===== src/hdl/date_string_validator_macros.svh =====
// Assertion macros for the date string validator.
// Define NO_ASSERTIONS to compile every check away.
`ifndef DATE_STRING_VALIDATOR_MACROS_SVH
`define DATE_STRING_VALIDATOR_MACROS_SVH

`ifndef NO_ASSERTIONS

// cons must hold in the same cycle as ante
`define DSV_ASSERT_IMPLIES(label, clk, rst, ante, cons) \
  label: assert property (@(posedge clk) disable iff (rst) (ante) |-> (cons)) \
    else $error("assertion failed: same-cycle implication");

// cons must hold in the cycle after ante
`define DSV_ASSERT_NEXT(label, clk, rst, ante, cons) \
  label: assert property (@(posedge clk) disable iff (rst) (ante) |=> (cons)) \
    else $error("assertion failed: next-cycle implication");

`else

`define DSV_ASSERT_IMPLIES(label, clk, rst, ante, cons)
`define DSV_ASSERT_NEXT(label, clk, rst, ante, cons)

`endif

`endif


===== src/hdl/dsv_pkg.sv =====
// Shared types and constants for the date string validator.
// No dependencies; used by dsv_date_check and date_string_validator.
package dsv_pkg;

  localparam int MAX_LEN_SINGLE = 10;
  localparam int MAX_LEN_RANGE  = 18;
  localparam int DIGIT_DEPTH    = (MAX_LEN_RANGE > MAX_LEN_SINGLE) ?
                                  MAX_LEN_RANGE : MAX_LEN_SINGLE;
  localparam int CNT_W          = $clog2(DIGIT_DEPTH + 1);
  localparam int IDX_W          = $clog2(DIGIT_DEPTH);
  localparam int DATE_DIGITS    = 8;

  localparam logic [7:0] CH_PERIOD = 8'h2e;
  localparam logic [7:0] CH_HYPHEN = 8'h2d;
  localparam logic [7:0] CH_SPACE  = 8'h20;
  localparam logic [7:0] CH_NUL    = 8'h00;
  localparam logic [7:0] CH_LF     = 8'h0a;
  localparam logic [7:0] CH_CR     = 8'h0d;
  localparam logic [7:0] CH_ZERO   = 8'h30;
  localparam logic [7:0] CH_NINE   = 8'h39;

  localparam logic KIND_CHAR = 1'b0;
  localparam logic KIND_END  = 1'b1;

  localparam logic [2:0] CE_NONE      = 3'd0;
  localparam logic [2:0] CE_PERIOD    = 3'd1;
  localparam logic [2:0] CE_NO_RANGE  = 3'd2;
  localparam logic [2:0] CE_HYPHEN2   = 3'd3;
  localparam logic [2:0] CE_SPACE     = 3'd4;
  localparam logic [2:0] CE_NUL       = 3'd5;
  localparam logic [2:0] CE_CRLF      = 3'd6;
  localparam logic [2:0] CE_OTHER     = 3'd7;

  localparam logic [1:0] DE_NONE     = 2'd0;
  localparam logic [1:0] DE_CALENDAR = 2'd1;
  localparam logic [1:0] DE_COUNT    = 2'd2;

  typedef logic [3:0] digit_t;
  typedef digit_t date_digits_t [DATE_DIGITS];

  typedef struct packed {
    logic       kind;
    logic [7:0] character;
  } in_word_t;

  typedef struct packed {
    logic       valid_res;
    logic       length_exceeded;
    logic [2:0] char_error;
    logic [1:0] start_date_error;
    logic [1:0] end_date_error;
    logic       order_error;
    logic       old_style_warning;
  } out_word_t;

endpackage


===== src/hdl/dsv_date_check.sv =====
// Verdict on one stored date: Gregorian calendar check on eight digits,
// digit count rule otherwise. Depends on dsv_pkg.
module dsv_date_check (
  input  dsv_pkg::date_digits_t    digits,
  input  logic [dsv_pkg::CNT_W-1:0] count,
  input  logic                     old_style,
  output logic [1:0]               verdict
);

  logic [6:0] month;
  logic [6:0] day;
  logic [6:0] dim;
  logic [1:0] lo_mod4;
  logic [1:0] hi_mod4;
  logic       lo_zero;
  logic       leap;
  logic       cal_ok;

  always_comb begin
    month = 7'(digits[4]) * 7'd10 + 7'(digits[5]);
    day   = 7'(digits[6]) * 7'd10 + 7'(digits[7]);
    // (10*t + u) mod 4 == (2*t + u) mod 4
    lo_mod4 = {digits[2][0], 1'b0} + digits[3][1:0];
    hi_mod4 = {digits[0][0], 1'b0} + digits[1][1:0];
    lo_zero = (digits[2] == 4'd0) && (digits[3] == 4'd0);
    leap    = (lo_mod4 == 2'd0 && !lo_zero) || (lo_zero && hi_mod4 == 2'd0);
    case (month)
      7'd2:                        dim = leap ? 7'd29 : 7'd28;
      7'd4, 7'd6, 7'd9, 7'd11:     dim = 7'd30;
      default:                     dim = 7'd31;
    endcase
    cal_ok = (month >= 7'd1) && (month <= 7'd12) && (day >= 7'd1) && (day <= dim);

    if (count == dsv_pkg::CNT_W'(dsv_pkg::DATE_DIGITS)) begin
      verdict = cal_ok ? dsv_pkg::DE_NONE : dsv_pkg::DE_CALENDAR;
    end else if (count == '0 || old_style) begin
      verdict = dsv_pkg::DE_NONE;
    end else begin
      verdict = dsv_pkg::DE_COUNT;
    end
  end

endmodule


===== src/hdl/date_string_validator.sv =====
// Date string validator: per-character checks, digit capture and end-of-value verdict.
// Depends on dsv_pkg, dsv_date_check and date_string_validator_macros.svh.
// The verdict is registered into the result register, or into the skid slot while the result register is held.
// Throughput: one word per cycle; input stalls only while both result slots are full.
// Reset (rst, synchronous) clears the register, the value state and both result slots;
// the digit stores keep their contents and are read only below their counts.
`include "date_string_validator_macros.svh"

module date_string_validator (
  input  logic                clk,
  input  logic                rst,
  input  logic                cfg_wr_en,
  input  logic                cfg_wr_data,
  input  logic                item_valid,
  output logic                item_stall,
  input  dsv_pkg::in_word_t   item_word,
  output logic                res_valid,
  input  logic                res_stall,
  output dsv_pkg::out_word_t  res_word
);

  typedef enum logic [1:0] {CMP_EQ, CMP_GT, CMP_LT} cmp_t;

  localparam int CNT_W = dsv_pkg::CNT_W;
  localparam int IDX_W = dsv_pkg::IDX_W;

  logic             ranges_allowed;
  logic [CNT_W-1:0] char_position, char_position_next;
  logic             truncated, truncated_next;
  logic             range_seen, range_seen_next;
  logic [CNT_W-1:0] start_count, start_count_next;
  logic [CNT_W-1:0] end_count, end_count_next;
  logic             start_old_style, start_old_style_next;
  logic             end_old_style, end_old_style_next;
  logic             pending_space, pending_space_next;
  logic [2:0]       stopped_error, stopped_error_next;
  cmp_t             cmp, cmp_next;

  dsv_pkg::digit_t  start_digits [dsv_pkg::DIGIT_DEPTH];
  dsv_pkg::digit_t  end_digits [dsv_pkg::DATE_DIGITS];

  logic             skid_valid;
  dsv_pkg::out_word_t skid_word;

  logic             item_acc;
  logic             drain;
  logic [CNT_W-1:0] maxlen;
  logic [7:0]       ch;
  dsv_pkg::digit_t  dig;
  logic             wr_start, wr_end;
  logic             res_new;
  dsv_pkg::out_word_t res_calc;
  dsv_pkg::date_digits_t start_head;
  logic [1:0]       se_raw, ee_raw;
  logic [2:0]       ce;
  logic             chk;
  logic             later;
  logic [1:0]       se, ee;
  logic             oe, ow;

  assign item_stall = skid_valid;
  assign item_acc   = item_valid && !item_stall;
  assign drain      = res_valid && !res_stall;
  assign ch         = item_word.character;
  assign dig        = ch[3:0];
  assign maxlen     = ranges_allowed ? CNT_W'(dsv_pkg::MAX_LEN_RANGE) :
                                       CNT_W'(dsv_pkg::MAX_LEN_SINGLE);

  always_comb begin
    for (int i = 0; i < dsv_pkg::DATE_DIGITS; i++) begin
      start_head[i] = start_digits[i];
    end
  end

  dsv_date_check u_start_check (
    .digits   (start_head),
    .count    (start_count),
    .old_style(start_old_style),
    .verdict  (se_raw)
  );

  dsv_date_check u_end_check (
    .digits   (end_digits),
    .count    (end_count),
    .old_style(end_old_style),
    .verdict  (ee_raw)
  );

  // end-of-value verdict from the stored state
  always_comb begin
    ce = stopped_error;
    if (ce == dsv_pkg::CE_NONE && pending_space && char_position[0]) begin
      ce = dsv_pkg::CE_SPACE;
    end
    chk   = (ce == dsv_pkg::CE_NONE) && (char_position != '0);
    se    = chk ? se_raw : dsv_pkg::DE_NONE;
    ee    = (chk && range_seen) ? ee_raw : dsv_pkg::DE_NONE;
    later = (cmp == CMP_GT) || (cmp == CMP_EQ && start_count > end_count);
    oe    = chk && range_seen && !truncated && se == dsv_pkg::DE_NONE &&
            ee == dsv_pkg::DE_NONE && end_count != '0 && later;
    ow    = chk && (start_old_style || end_old_style);
    res_calc.valid_res         = !truncated && ce == dsv_pkg::CE_NONE &&
                                 se == dsv_pkg::DE_NONE && ee == dsv_pkg::DE_NONE && !oe;
    res_calc.length_exceeded   = truncated;
    res_calc.char_error        = ce;
    res_calc.start_date_error  = se;
    res_calc.end_date_error    = ee;
    res_calc.order_error       = oe;
    res_calc.old_style_warning = ow;
  end

  // per-word state update
  always_comb begin
    char_position_next   = char_position;
    truncated_next       = truncated;
    range_seen_next      = range_seen;
    start_count_next     = start_count;
    end_count_next       = end_count;
    start_old_style_next = start_old_style;
    end_old_style_next   = end_old_style;
    pending_space_next   = pending_space;
    stopped_error_next   = stopped_error;
    cmp_next             = cmp;
    wr_start             = 1'b0;
    wr_end               = 1'b0;
    res_new              = 1'b0;

    if (item_acc) begin
      if (item_word.kind == dsv_pkg::KIND_END) begin
        res_new              = 1'b1;
        char_position_next   = '0;
        truncated_next       = 1'b0;
        range_seen_next      = 1'b0;
        start_count_next     = '0;
        end_count_next       = '0;
        start_old_style_next = 1'b0;
        end_old_style_next   = 1'b0;
        pending_space_next   = 1'b0;
        stopped_error_next   = dsv_pkg::CE_NONE;
        cmp_next             = CMP_EQ;
      end else if (char_position >= maxlen) begin
        truncated_next = 1'b1;
      end else begin
        char_position_next = char_position + 1'b1;
        if (stopped_error != dsv_pkg::CE_NONE) begin
          // checking has stopped; only the length still counts
        end else if (pending_space) begin
          stopped_error_next = dsv_pkg::CE_SPACE;
        end else if (ch >= dsv_pkg::CH_ZERO && ch <= dsv_pkg::CH_NINE) begin
          if (range_seen) begin
            if (end_count < CNT_W'(dsv_pkg::DIGIT_DEPTH)) begin
              wr_end         = end_count < CNT_W'(dsv_pkg::DATE_DIGITS);
              end_count_next = end_count + 1'b1;
              // running lexicographic compare against the start digit at this index
              if (cmp == CMP_EQ && end_count < start_count &&
                  start_digits[end_count[IDX_W-1:0]] != dig) begin
                cmp_next = (start_digits[end_count[IDX_W-1:0]] > dig) ? CMP_GT : CMP_LT;
              end
            end
          end else if (start_count < CNT_W'(dsv_pkg::DIGIT_DEPTH)) begin
            wr_start         = 1'b1;
            start_count_next = start_count + 1'b1;
          end
        end else if (ch == dsv_pkg::CH_PERIOD) begin
          if (range_seen) begin
            if (end_count == '0) stopped_error_next = dsv_pkg::CE_PERIOD;
            else end_old_style_next = 1'b1;
          end else begin
            if (start_count == '0) stopped_error_next = dsv_pkg::CE_PERIOD;
            else start_old_style_next = 1'b1;
          end
        end else if (ch == dsv_pkg::CH_HYPHEN) begin
          if (!ranges_allowed) stopped_error_next = dsv_pkg::CE_NO_RANGE;
          else if (range_seen) stopped_error_next = dsv_pkg::CE_HYPHEN2;
          else range_seen_next = 1'b1;
        end else if (ch == dsv_pkg::CH_SPACE) begin
          pending_space_next = 1'b1;
        end else if (ch == dsv_pkg::CH_NUL) begin
          stopped_error_next = dsv_pkg::CE_NUL;
        end else if (ch == dsv_pkg::CH_LF || ch == dsv_pkg::CH_CR) begin
          stopped_error_next = dsv_pkg::CE_CRLF;
        end else begin
          stopped_error_next = dsv_pkg::CE_OTHER;
        end
      end
    end
  end

  always_ff @(posedge clk) begin
    if (rst) begin
      ranges_allowed  <= 1'b0;
      char_position   <= '0;
      truncated       <= 1'b0;
      range_seen      <= 1'b0;
      start_count     <= '0;
      end_count       <= '0;
      start_old_style <= 1'b0;
      end_old_style   <= 1'b0;
      pending_space   <= 1'b0;
      stopped_error   <= dsv_pkg::CE_NONE;
      cmp             <= CMP_EQ;
    end else begin
      if (cfg_wr_en) ranges_allowed <= cfg_wr_data;
      char_position   <= char_position_next;
      truncated       <= truncated_next;
      range_seen      <= range_seen_next;
      start_count     <= start_count_next;
      end_count       <= end_count_next;
      start_old_style <= start_old_style_next;
      end_old_style   <= end_old_style_next;
      pending_space   <= pending_space_next;
      stopped_error   <= stopped_error_next;
      cmp             <= cmp_next;
    end
  end

  // digit stores, no reset
  always_ff @(posedge clk) begin
    if (wr_start) start_digits[start_count[IDX_W-1:0]] <= dig;
    if (wr_end) end_digits[end_count[$clog2(dsv_pkg::DATE_DIGITS)-1:0]] <= dig;
  end

  // result register plus skid slot
  always_ff @(posedge clk) begin
    if (rst) begin
      res_valid  <= 1'b0;
      skid_valid <= 1'b0;
    end else if (skid_valid) begin
      if (drain) begin
        res_word   <= skid_word;
        skid_valid <= 1'b0;
      end
    end else if (res_new) begin
      if (!res_valid || drain) begin
        res_word  <= res_calc;
        res_valid <= 1'b1;
      end else begin
        skid_word  <= res_calc;
        skid_valid <= 1'b1;
      end
    end else if (drain) begin
      res_valid <= 1'b0;
    end
  end

  `DSV_ASSERT_IMPLIES(a_skid_behind_out, clk, rst, skid_valid, res_valid)
  `DSV_ASSERT_NEXT(a_end_clears, clk, rst, item_acc && item_word.kind == dsv_pkg::KIND_END,
    char_position == '0 && start_count == '0 && end_count == '0 && !range_seen)
  `DSV_ASSERT_IMPLIES(a_end_needs_range, clk, rst, end_count != '0, range_seen)
  `DSV_ASSERT_IMPLIES(a_verdict_flags, clk, rst, res_valid && res_word.valid_res,
    !res_word.length_exceeded && res_word.char_error == dsv_pkg::CE_NONE &&
    !res_word.order_error)

endmodule


===== config.mk =====
export PLATFORM = sky130hd
export DESIGN_NAME = date_string_validator
export DESIGN_NICKNAME = d
export VERILOG_FILES = /design/src/hdl/dsv_pkg.sv /design/src/hdl/dsv_date_check.sv /design/src/hdl/date_string_validator.sv
export VERILOG_INCLUDE_DIRS = /design/src /design/src/hdl
export SDC_FILE = /design/constraint.sdc
export NUM_CORES = 1
export LEC_CHECK = 0
export ABC_CLOCK_PERIOD_IN_PS = 9600
export BUFFER_PORTS_ARGS = -buffer_cell sky130_fd_sc_hd__buf_2
export CORE_MARGIN = 2
export CORE_UTILIZATION = 54
export CTS_CLUSTER_SIZE = 20
export DETAILED_ROUTE_END_ITERATION = 10
export GPL_ROUTABILITY_DRIVEN = 0
export PLACE_DENSITY = 0.71
export RECOVER_POWER = 25
export SYNTH_ARGS = -nofsm -noshare
export SYNTH_HDL_FRONTEND = slang
export SYNTH_SLANG_ARGS = --single-unit

===== constraint.sdc =====
create_clock -name clk -period 9.6 [get_ports clk]
set_input_delay 0.96 -clock clk [delete_from_list [all_inputs] [get_ports clk]]
set_output_delay 0.96 -clock clk [all_outputs]
set_load 0.005 [all_outputs]

# Word level (Yosys, flattened, before mapping)
# Memories as Yosys holds them, arrays and structs flattened. A register that Yosys moved wholly into a read port is not among the register bits.
# Index checks and enable logic that the tools add are counted.
# W data, S select, Z words.
dict set report classes {
  addsub 11
  multipliers 4
  magnitude_cmp 19
  n_eq_ne 34
  mux 124
  bitwise_logic 4
  n_reduce_logical 94
}
# operator count
set ops {}
lappend ops {{$mux W5} 19}
lappend ops {{$mux W1} 66}
lappend ops {{$mux W11} 4}
lappend ops {{$mux W3} 14}
lappend ops {{$reduce_and A8 Y1} 5}
lappend ops {{$logic_and A1 B1 Y1} 33}
lappend ops {{$bwmux W32} 1}
lappend ops {{$mux W2} 16}
lappend ops {{$add A7 B4 Y7} 4}
lappend ops {{$eq A7 B3 Y1 const B} 4}
lappend ops {{$eq A7 B4 Y1 const B} 4}
lappend ops {{$ge A7 B1 Y1 const B} 4}
lappend ops {{$pmux W7 S2} 2}
lappend ops {{$eq A8 B6 Y1 const B} 3}
lappend ops {{$mul A4 B3 Y6 const B} 4}
lappend ops {{$reduce_bool A2 Y1} 12}
lappend ops {{$eq A8 B4 Y1 const B} 2}
lappend ops {{$logic_not A4 Y1} 4}
lappend ops {{$ne A2 B2 Y1 const B} 8}
lappend ops {{$add A5 B1 Y5 const B} 3}
lappend ops {{$eq A7 B2 Y1 const B} 2}
lappend ops {{$le A7 B4 Y1 const B} 2}
lappend ops {{$le A7 B7 Y1} 2}
lappend ops {{$logic_not A2 Y1} 7}
lappend ops {{35 further kinds} 65}
dict set report totals {
  register_bits 82
  mem_bits_rw 72
  inputBits 15
  output_inout_bits 13
  elab_cells 326
  n_memories 1
}
# name depth width read_ports rd_clocked_by_memory_dff wr line
set memory_table {}
lappend memory_table {start_digits 18 4 9 1 1 date_string_validator.sv:39} ;# dsv_pkg::digit_t start_digits [dsv_pkg::DIGIT_DEPTH];

# Depth between registers and ports, before layout
# Gate-level depths: netlist (run 1).
# An unclocked memory read counts as a cell.
dict set report logic_depth {
  word_depth 23
  ltp_mapped 15
  depth_no_buf 15
}

# Hierarchy
# Synthesis (run 1) repeated with hierarchy kept, for this count alone.
dict set report unflattened {
  hier_cells 663
  area_unflattened_um2 9016.1
}
# mod instances cells_per_inst area_each_um2 seq_area_each_um2
set by_module_without_submodules {}
lappend by_module_without_submodules {date_string_validator 1 518 7793.7 5165.0}
lappend by_module_without_submodules {{dsv_date_check at u_end_check} 1 71 613.1 0.0}
lappend by_module_without_submodules {{dsv_date_check at u_start_check} 1 74 609.3 0.0}

# Least setup slack after synthesis (run 1)
# Ideal clock, no wire load.
dict set report synth_timing {
  path_kind {register -> register}
  from {register end_digits[13] (netlist bit)}
  to {register res_word[2] (netlist bit) (data pin)}
  setup_time_ns 0.260
  arrival_time_ns 3.280
  setup_slack_ns 6.060
  stages_incl_launch_ff 14
  path_buffers 0
  synth_period_minus_slack_ns 3.540
  cell_sequence {edfxtp_1 ha_1 ha_1 fa_1 xor2_1 o31ai_1 a31o_2 nor4b_1 ha_1 nor2b_1 o2111a_1 mux2i_1 a31oi_1 mux2_2}
}
dict set report synth_between {
  elab_chain_len 13
  elab_cells_between_ends 21
  cone_classes {1 x add/sub; 1 x mul; 3 x order compare; 5 x eq/ne; 7 x mux; 4 x reduce/logical}
}
# element line
set synth_rtl {}
lappend synth_rtl {{from (decl)} date_string_validator.sv:40} ;# dsv_pkg::digit_t end_digits [dsv_pkg::DATE_DIGITS];
lappend synth_rtl {{from (signal, indexed assignment)} date_string_validator.sv:220} ;# if (wr_end) end_digits[end_count[$clog2(dsv_pkg::DATE_DIGITS)-1:0]] <= dig;
lappend synth_rtl {{$mul A4 B3 Y6 *} dsv_date_check.sv:20} ;# month = 7'(digits[4]) * 7'd10 + 7'(digits[5]);
lappend synth_rtl {{$add A7 B4 Y7 *} dsv_date_check.sv:20}
lappend synth_rtl {{$eq A7 B3 Y1 or $eq A7 B4 Y1 (tied branches)} dsv_date_check.sv:27} ;# case (month)
lappend synth_rtl {{$reduce_or A4 Y1} dsv_date_check.sv:27}
lappend synth_rtl {{$pmux W7 S2} dsv_date_check.sv:27}
lappend synth_rtl {{$le A7 B7 Y1} dsv_date_check.sv:32} ;# cal_ok = (month >= 7'd1) && (month <= 7'd12) && (day >= 7'd1) && (day <= dim);
lappend synth_rtl {{$logic_and A1 B1 Y1 *} dsv_date_check.sv:32}
lappend synth_rtl {{$mux W1 *} dsv_date_check.sv:35} ;# verdict = cal_ok ? dsv_pkg::DE_NONE : dsv_pkg::DE_CALENDAR;
lappend synth_rtl {{$mux W2 *} dsv_date_check.sv:34} ;# if (count == dsv_pkg::CNT_W'(dsv_pkg::DATE_DIGITS)) begin
lappend synth_rtl {{$mux W2 *} date_string_validator.sv:97} ;# ee = (chk && range_seen) ? ee_raw : dsv_pkg::DE_NONE;
lappend synth_rtl {{net ee[0]} date_string_validator.sv:58} ;# logic [1:0] se, ee;
lappend synth_rtl {{$mux W11 *} date_string_validator.sv:234} ;# if (!res_valid || drain) begin
lappend synth_rtl {{$mux W11 *} date_string_validator.sv:233} ;# end else if (res_new) begin
lappend synth_rtl {{$mux W11 *} date_string_validator.sv:228} ;# end else if (skid_valid) begin
lappend synth_rtl {{to (signal assigned)} date_string_validator.sv:230} ;# res_word <= skid_word;
lappend synth_rtl {{to (signal assigned)} date_string_validator.sv:235} ;# res_word <= res_calc;
lappend synth_rtl {{to (decl)} date_string_validator.sv:19} ;# output dsv_pkg::out_word_t res_word
# The timed path passes the listed nets; every way through them passes the cells marked *. The select of a mux whose other input is x is not followed.
# A chain may end at the register's enable or synchronous reset.

==> flow_metrics.tcl, run 1 <==
set metrics [dict create \
    status "finished, violations left" \
    failed_checks "capacitance limit, slew limit" \
    synth_edf_count 145 \
    die_w_um 131 \
    post_dp_cell_area_um2 9110 \
    crit_required_ns 9.83 \
    pin_count 28 \
    cp.buffers_inverters 0 \
    drive_above_1_share_pct 14.9 \
    rows 46 \
    slew_headroom_pct -10.5 \
    crit_type "register to register" \
    utilization_pct 61.3 \
    avgViaCountPerCell 5.81 \
    final_area_um2 9700 \
    seq_area_um2 5010 \
    ant_nets 0 \
    first_global_vias 5554 \
    crit_path_end "res_word[1]" \
    period_share_pct 41.1 \
    dp.cells 901 \
    die_area_um2 17100 \
    overflow 0 \
    worstPathCellList "ha_1 > ha_1 > fa_1 > xor2_1 > nand3_1 > nor3b_1 > a21o_1 > nor4b_1 > ha_1 > nor2b_1 > o2111ai_1 > a21o_1 > nand4b_1 > o41ai_1" \
    synth-main-ff-cell "edfxtp_1" \
    finalHoldViolations 0 \
    setup_viol 0 \
    r2r-start "start_digits[4][1]" \
    portBuffers 27 \
    finalSetupTns_ns 0 \
    start_kind "register" \
    area_growth_syn_to_layout_pct 11.5 \
    holdWs_ns 0.492 \
    critPathLaunch "start_digits[4][1]" \
    rsz0062_at_grt "no" \
    hpwlAfterDp_mm 12.4 \
    clkTransAtPathRegs_ns 0.07 \
    worst_slew_pin_slew_ns 1.66 \
    r2r_end "res_word[1]" \
    ys_types 62 \
    yosys_warnings 0 \
    path_common_cell "ha_1" \
    multi_input_area_um2 3570 \
    report.final.slew_viol_count 108 \
    fill_cells 1222 \
    grt_max_degree 37 \
    yosysSeqAreaShare_pct 57.7 \
    reg2reg_slack_ns 5.66 \
    die_h_um 131 \
    tritoncts "done" \
    max_freq_ghz 0.254 \
    layout.nets 775 \
    drc 0 \
    cts_buffer_depth 2 \
    avgSynthCellArea_um2 13.2 \
    reg2reg_depth 14 \
    maxCapViolCount 3 \
    vdd_ir_drop_max_uv 138 \
    coreArea_um2 15800 \
    first_pass_iters 5 \
    synth_area_um2 8690 \
    clockRootBuffer "clkbuf_16" \
    grt_antenna_before_repair 0 \
    period_minus_slack_ns 3.94 \
    wl_mm 17.7 \
    powerDensity_nw_per_um2 170 \
    clock-skew-final_ns 0.00754 \
    final_cells 933 \
    cp_top_family "adder cells" \
    wl_per_cell_um 19.0 \
    clkSinkCount 178 \
    hp-class "register to register" \
    diodes 0 \
    grt_pass1_wl_mm 28.7 \
    postSynthCellCount 659 \
    endpoint_kind "register" \
    cts_buffers 17 \
    clk-insertion-delay-late_ns 0.43 \
    crit_cells 14 \
    leakagePower_uw 0.00341 \
    synth_seq_cells 178 \
    htreeDepth 4 \
    critPathSlowestCell "edfxtp_1" \
    drt-initial-drc-count 472 \
    cts_hold_buf 0 \
    start_util_pct 54.9 \
    vias 5423 \
    async_flop_share_pct 0 \
    cts_resized 0 \
    cpPeakStageDelay_ns 0.45 \
    post-cts-setup-buffers 0 \
    worstPathArrival_ns 4.17 \
    track_usage_pct 22.5 \
    critPathMaxFanout 4 \
]
-- per-stage QoR --
stage,power (uW),worst slack [ns]
CTS,1660,5.68
finish,1650,5.66
detailed placement,967,5.73
global placement,962,5.88
global route,1700,5.34
floorplan,931,6.06
-- final cells by class --
type / instances / share of cell area (%)
repair buffers: 32 / 1.73
well taps: 216 / 2.79
inverters: 22 / 0.852
clock buffers: 20 / 4.50
multi-input cells: 453 / 36.8
flip-flops and latches: 178 / 51.7
clock inverters: 12 / 1.61
-- report_power, final --
group          internal, uW  total (uW)  switching, uW  leakage (uW)
sequential              847         855           8.30       0.00160
combinational          38.0        94.5           56.4       0.00152
clock                   411         699            288      0.000284
-- worst min-delay path by stage --
stage / startpoint / cells after the start / endpoint
after floorplan: cmp[0] / 2 / cmp[0]
after CTS: cmp[0] / 2 / cmp[0]
final: cmp[0] / 2 / cmp[0]
after global placement: cmp[0] / 2 / cmp[0]
after global routing: cmp[0] / 2 / cmp[0]
after detailed placement: cmp[0] / 2 / cmp[0]
-- cell families after synthesis --
| group | after synthesis | synth area share [%] |
|---|---|---|
| AND/OR/NAND/NOR | 214 | 12.4 |
| flip-flops | 178 | 57.7 |
| AO/OA/AOI/OAI | 98 | 7.44 |
| adder cells (fa/ha/maj) | 56 | 8.75 |
| multiplexers | 46 | 9.44 |
| buffers and inverters | 43 | 1.89 |
| XOR/XNOR | 23 | 2.32 |
| other | 1 | 0.0431 |
-- synth_stat cells (all sizes together) (11+ instances only) --
cell,number,area (um^2)
edfxtp,145,4350
nor2,75,282
ha,48,601
nand2,38,148
dfxtp,33,661
mux4,28,631
a21oi,26,130
inv,22,82.6
o21ai,20,100
nand3,19,95.1
nor3,19,105
clkbuf,17,63.8
xor2,12,105
nand2b,11,68.8
xnor2,11,96.3
-- cell usage in the layout (no fill, tap or decap), types with 12 or more instances in the layout --
| cell | n |
|---|---|
| conb_1 | 16 |
| o21ai_0 | 19 |
| inv_1 | 22 |
| a21oi_1 | 26 |
| ha_1 | 48 |
| nand2_1 | 36 |
| edfxtp_1 | 145 |
| nor2_1 | 75 |
| dfxtp_1 | 33 |
| nand3_1 | 19 |
| nor3_1 | 17 |
| buf_2 | 23 |
| xor2_1 | 12 |
| clkbuf_16 | 17 |
| mux4_2 | 28 |
-- tightest hold or removal path: cells and delay by family, from the launching register on --
family	cells	cell delay (ns)
AOI/OAI and AO/OA	1	0.06
DFF	1	0.32
and+or+nand+nor	1	0.07
-- per-layer routing --
layer | wire, um | vias up | share of wire [%] | global-route usage (%)
met5 | 0 | - | 0 | 0
met4 | 162 | 0 | 0.92 | 5.88
met3 | 825 | 12 | 4.7 | 4.68
met2 | 8960 | 138 | 51 | 38.2
met1 | 7740 | 2693 | 44 | 30.0
li1 | - | 2580 | - | -
-- registers in the layout, indices dropped and copies added (netlist names), 2 cells and up, named ones only --
signal and flops:
start_digits 96, end_digits 27, res_word 11, skid_word 11, char_position 5, end_count 5, start_count 5, stopped_error 3
cmp 2
(Power assumes the default switching activity.)
==> inputs of run 2 (changes only) <==
- ABC_AREA: default -> 1
- ABC_CLOCK_PERIOD_IN_PS: 9600 -> 3800
- clock period: 9.6 -> 3.8 ns (I/O delays scaled with it)
==> run 2 against run 1 <==
The flow still finishes with violations (capacitance limit, slew limit). Count of clock-buffer cells in the layout is 2 lower. Register-to-register slack worse by 5.4 ns. Critical path depth is 12 higher.
==> flow_metrics.tcl, run 2 <==
set metrics [dict create \
    r2r-start "end_digits[13]" \
    clkTransAtPathRegs_ns 0.07 \
    reg2reg_slack_ns 0.29 \
    final_cells 1208 \
    largest_reg_flops 96 \
    status "finished, violations left" \
    grt_antenna_before_repair 0 \
    cts_buffers 17 \
    die_w_um 134 \
    period_minus_slack_ns 3.51 \
    reg2reg_depth 26 \
    p_switching_uw 986 \
    drc 0 \
    layout.nets 1046 \
    vias 6686 \
    start_kind "register" \
    finalHoldViolations 0 \
    hp-class "primary input to register" \
    clk-insertion-delay-late_ns 0.43 \
    portBuffers 27 \
    wl_met3_um 924 \
    wl_mm 18.7 \
    clock-skew-final_ns 0.0104 \
    overflow 0 \
    clockRootBuffer "clkbuf_16" \
    yosysSeqAreaShare_pct 55.1 \
    first_global_vias 6132 \
    utilization_pct 61.4 \
    synth_area_um2 9100 \
    crit_path_end "res_word[1]" \
    start_util_pct 55.1 \
    pwr-share-comb_pct 7.7 \
    min_delay_path_depth 3 \
    final_common_cell "edfxtp_1" \
    diodes 0 \
    clkSinkCount 178 \
    leakagePower_uw 0.00396 \
    synth_area_leaders "edfxtp_1, dfxtp_1, ha_1, nand2_1, nor2_1" \
    synth_seq_cells 178 \
    yosysMostFrequentCell "edfxtp_1" \
    synth_top_area_share_pct 47.8 \
    max_freq_ghz 0.285 \
    r2r_end "res_word[1]" \
    powerDensity_nw_per_um2 420 \
    avgViaCountPerCell 5.53 \
    cp.buffers_inverters 2 \
    synth_area_leader_cell "edfxtp_1" \
    worstPathArrival_ns 3.69 \
    maxCapViolCount 1 \
    dp.cells 1174 \
    critPathMaxFanout 3 \
    worst_slew_pin_slew_ns 1.57 \
    coreArea_um2 16500 \
    netlist_top_cells_count "edfxtp_1, nand2_1, nor2_1" \
    track_usage_pct 21.6 \
    cpPeakStageDelay_ns 0.55 \
    sw_frac_of_total_pct 23.2 \
    tritoncts "done" \
    wl_met2_mm 8.84 \
    crit_type "register to register" \
    crit_required_ns 3.98 \
    pin_count 28 \
    drive_above_1_share_pct 11.9 \
    area_growth_syn_to_layout_pct 11.4 \
    setup_viol 0 \
    yosys_warnings 0 \
    critPathSlowestCell "fa_1" \
    fill_cells 1386 \
    period_share_pct 92.3 \
    die_area_um2 17900 \
    endpoint_kind "register" \
    sequentialPowerShare_pct 50.9 \
    grt_pass1_wl_mm 30.0 \
    avgSynthCellArea_um2 9.81 \
    critPathLaunch "end_digits[13]" \
    synth-main-ff-cell "edfxtp_1" \
    crit_cells 26 \
    multi_input_area_um2 3700 \
    p_total_uw 4260 \
    ant_nets 0 \
    top_layer "met4" \
    postSynthCellCount 928 \
    wl_per_cell_um 15.5 \
    failed_checks "capacitance limit, slew limit" \
    vdd_ir_drop_max_uv 291 \
    cts_hold_buf 0 \
    cp_top_family "adder cells" \
    hpwlAfterDp_mm 12.9 \
    async_flop_share_pct 0 \
    wl_met1_mm 8.47 \
    cts_buffer_depth 2 \
    synth_edf_count 145 \
    slew_headroom_pct -4.71 \
    first_pass_iters 5 \
    drt-initial-drc-count 450 \
    ys_types 50 \
    final_cell_mix "edfxtp_1, nand2_1, nor2_1" \
    die_h_um 134 \
    grt_max_degree 51 \
    rows 47 \
    internal-power_uw 3270 \
    htreeDepth 4 \
    clock_power_share_pct 41.4 \
    path_common_cell "nand2_1" \
    report.final.slew_viol_count 34 \
    seq_area_um2 5010 \
]
-- run 2: layout make-up --
type,instances,share of cell area [%]
clock buffer,18,4.23
sequential,178,49.5
clock inverter,14,1.57
multi-input combinational,644,36.5
tap,220,2.71
inverter,99,3.70
timing repair buffer,35,1.81
-- run 2: per-layer routing --
metal | track usage (%) | vias up
met4 | 8.81 | 0
met5 | 0 | -
met1 | 29.6 | 3149
met3 | 4.16 | 43
met2 | 34.3 | 179
li1 | - | 3315
-- run 2: worst min-delay path by stage --
stage | end | from
6_report | ranges_allowed | cfg_wr_data
3_3_place_gp | skid_word[9] | truncated
5_1_grt | ranges_allowed | cfg_wr_data
4_1_cts | ranges_allowed | cfg_wr_data
3_5_place_dp | skid_word[9] | truncated
2_1_floorplan | skid_word[9] | truncated
-- run 2: cells by family after synthesis --
| logic type | synth area share [%] |
|---|---|
| AND/OR/NAND/NOR | 20.1 |
| flip-flops | 55.1 |
| AO/OA/AOI/OAI | 10.5 |
| other | 0.0412 |
| XOR/XNOR | 0.770 |
| adder cells (fa/ha/maj) | 8.36 |
| buffers and inverters | 5.10 |
-- run 2: power by group through the flow --
stage / logic, uW / clock network, uW / registers (uW)
after floorplan: 224 / 0 / 2200
after global placement: 324 / 0 / 2210
after detailed placement: 329 / 0 / 2210
after CTS: 331 / 1770 / 2170
after global routing: 371 / 1850 / 2170
final: 329 / 1760 / 2170
-- run 2: metrics by stage --
stage / setup WS (ns) / hold slack, ns / TNS [ns] / area (um^2)
4_1_cts: 0.226 / 0.167 / 0 / 10100
3_5_place_dp: 0.237 / 0.414 / 0 / 9530
3_3_place_gp: 0.326 / 0.410 / 0 / 9530
2_1_floorplan: 0.488 / 0.408 / 0 / 9160
5_1_grt: -0.0163 / 0.192 / -0.0163 / 10100
6_report: 0.292 / 0.175 / 0 / 10100
-- run 2: worst reg2reg max path, cell delays in order (launching register included) --
cell	delay, ns
edfxtp_1	0.44
ha_1	0.31
ha_2	0.18
fa_1	0.55
nand2_1	0.07
inv_2	0.06
nand2_1	0.05
nand2_1	0.08
nand2_2	0.06
nand2_2	0.07
inv_1	0.04
nand4_1	0.08
nor2_1	0.06
a31oi_1	0.17
ha_1	0.25
a21oi_1	0.12
nand2_1	0.06
nor2_1	0.08
nand3_1	0.09
nand2_1	0.07
nor2_1	0.04
nand2_1	0.05
nand2_1	0.06
nand3_1	0.07
nor2_1	0.05
nor2_1	0.08
nor2_1	0.05
-- run 2: repair_timing --
action,in CTS,in global routing
resized for setup,0,7
endpoints found under the setup margin,0,5
buffers inserted,0,2
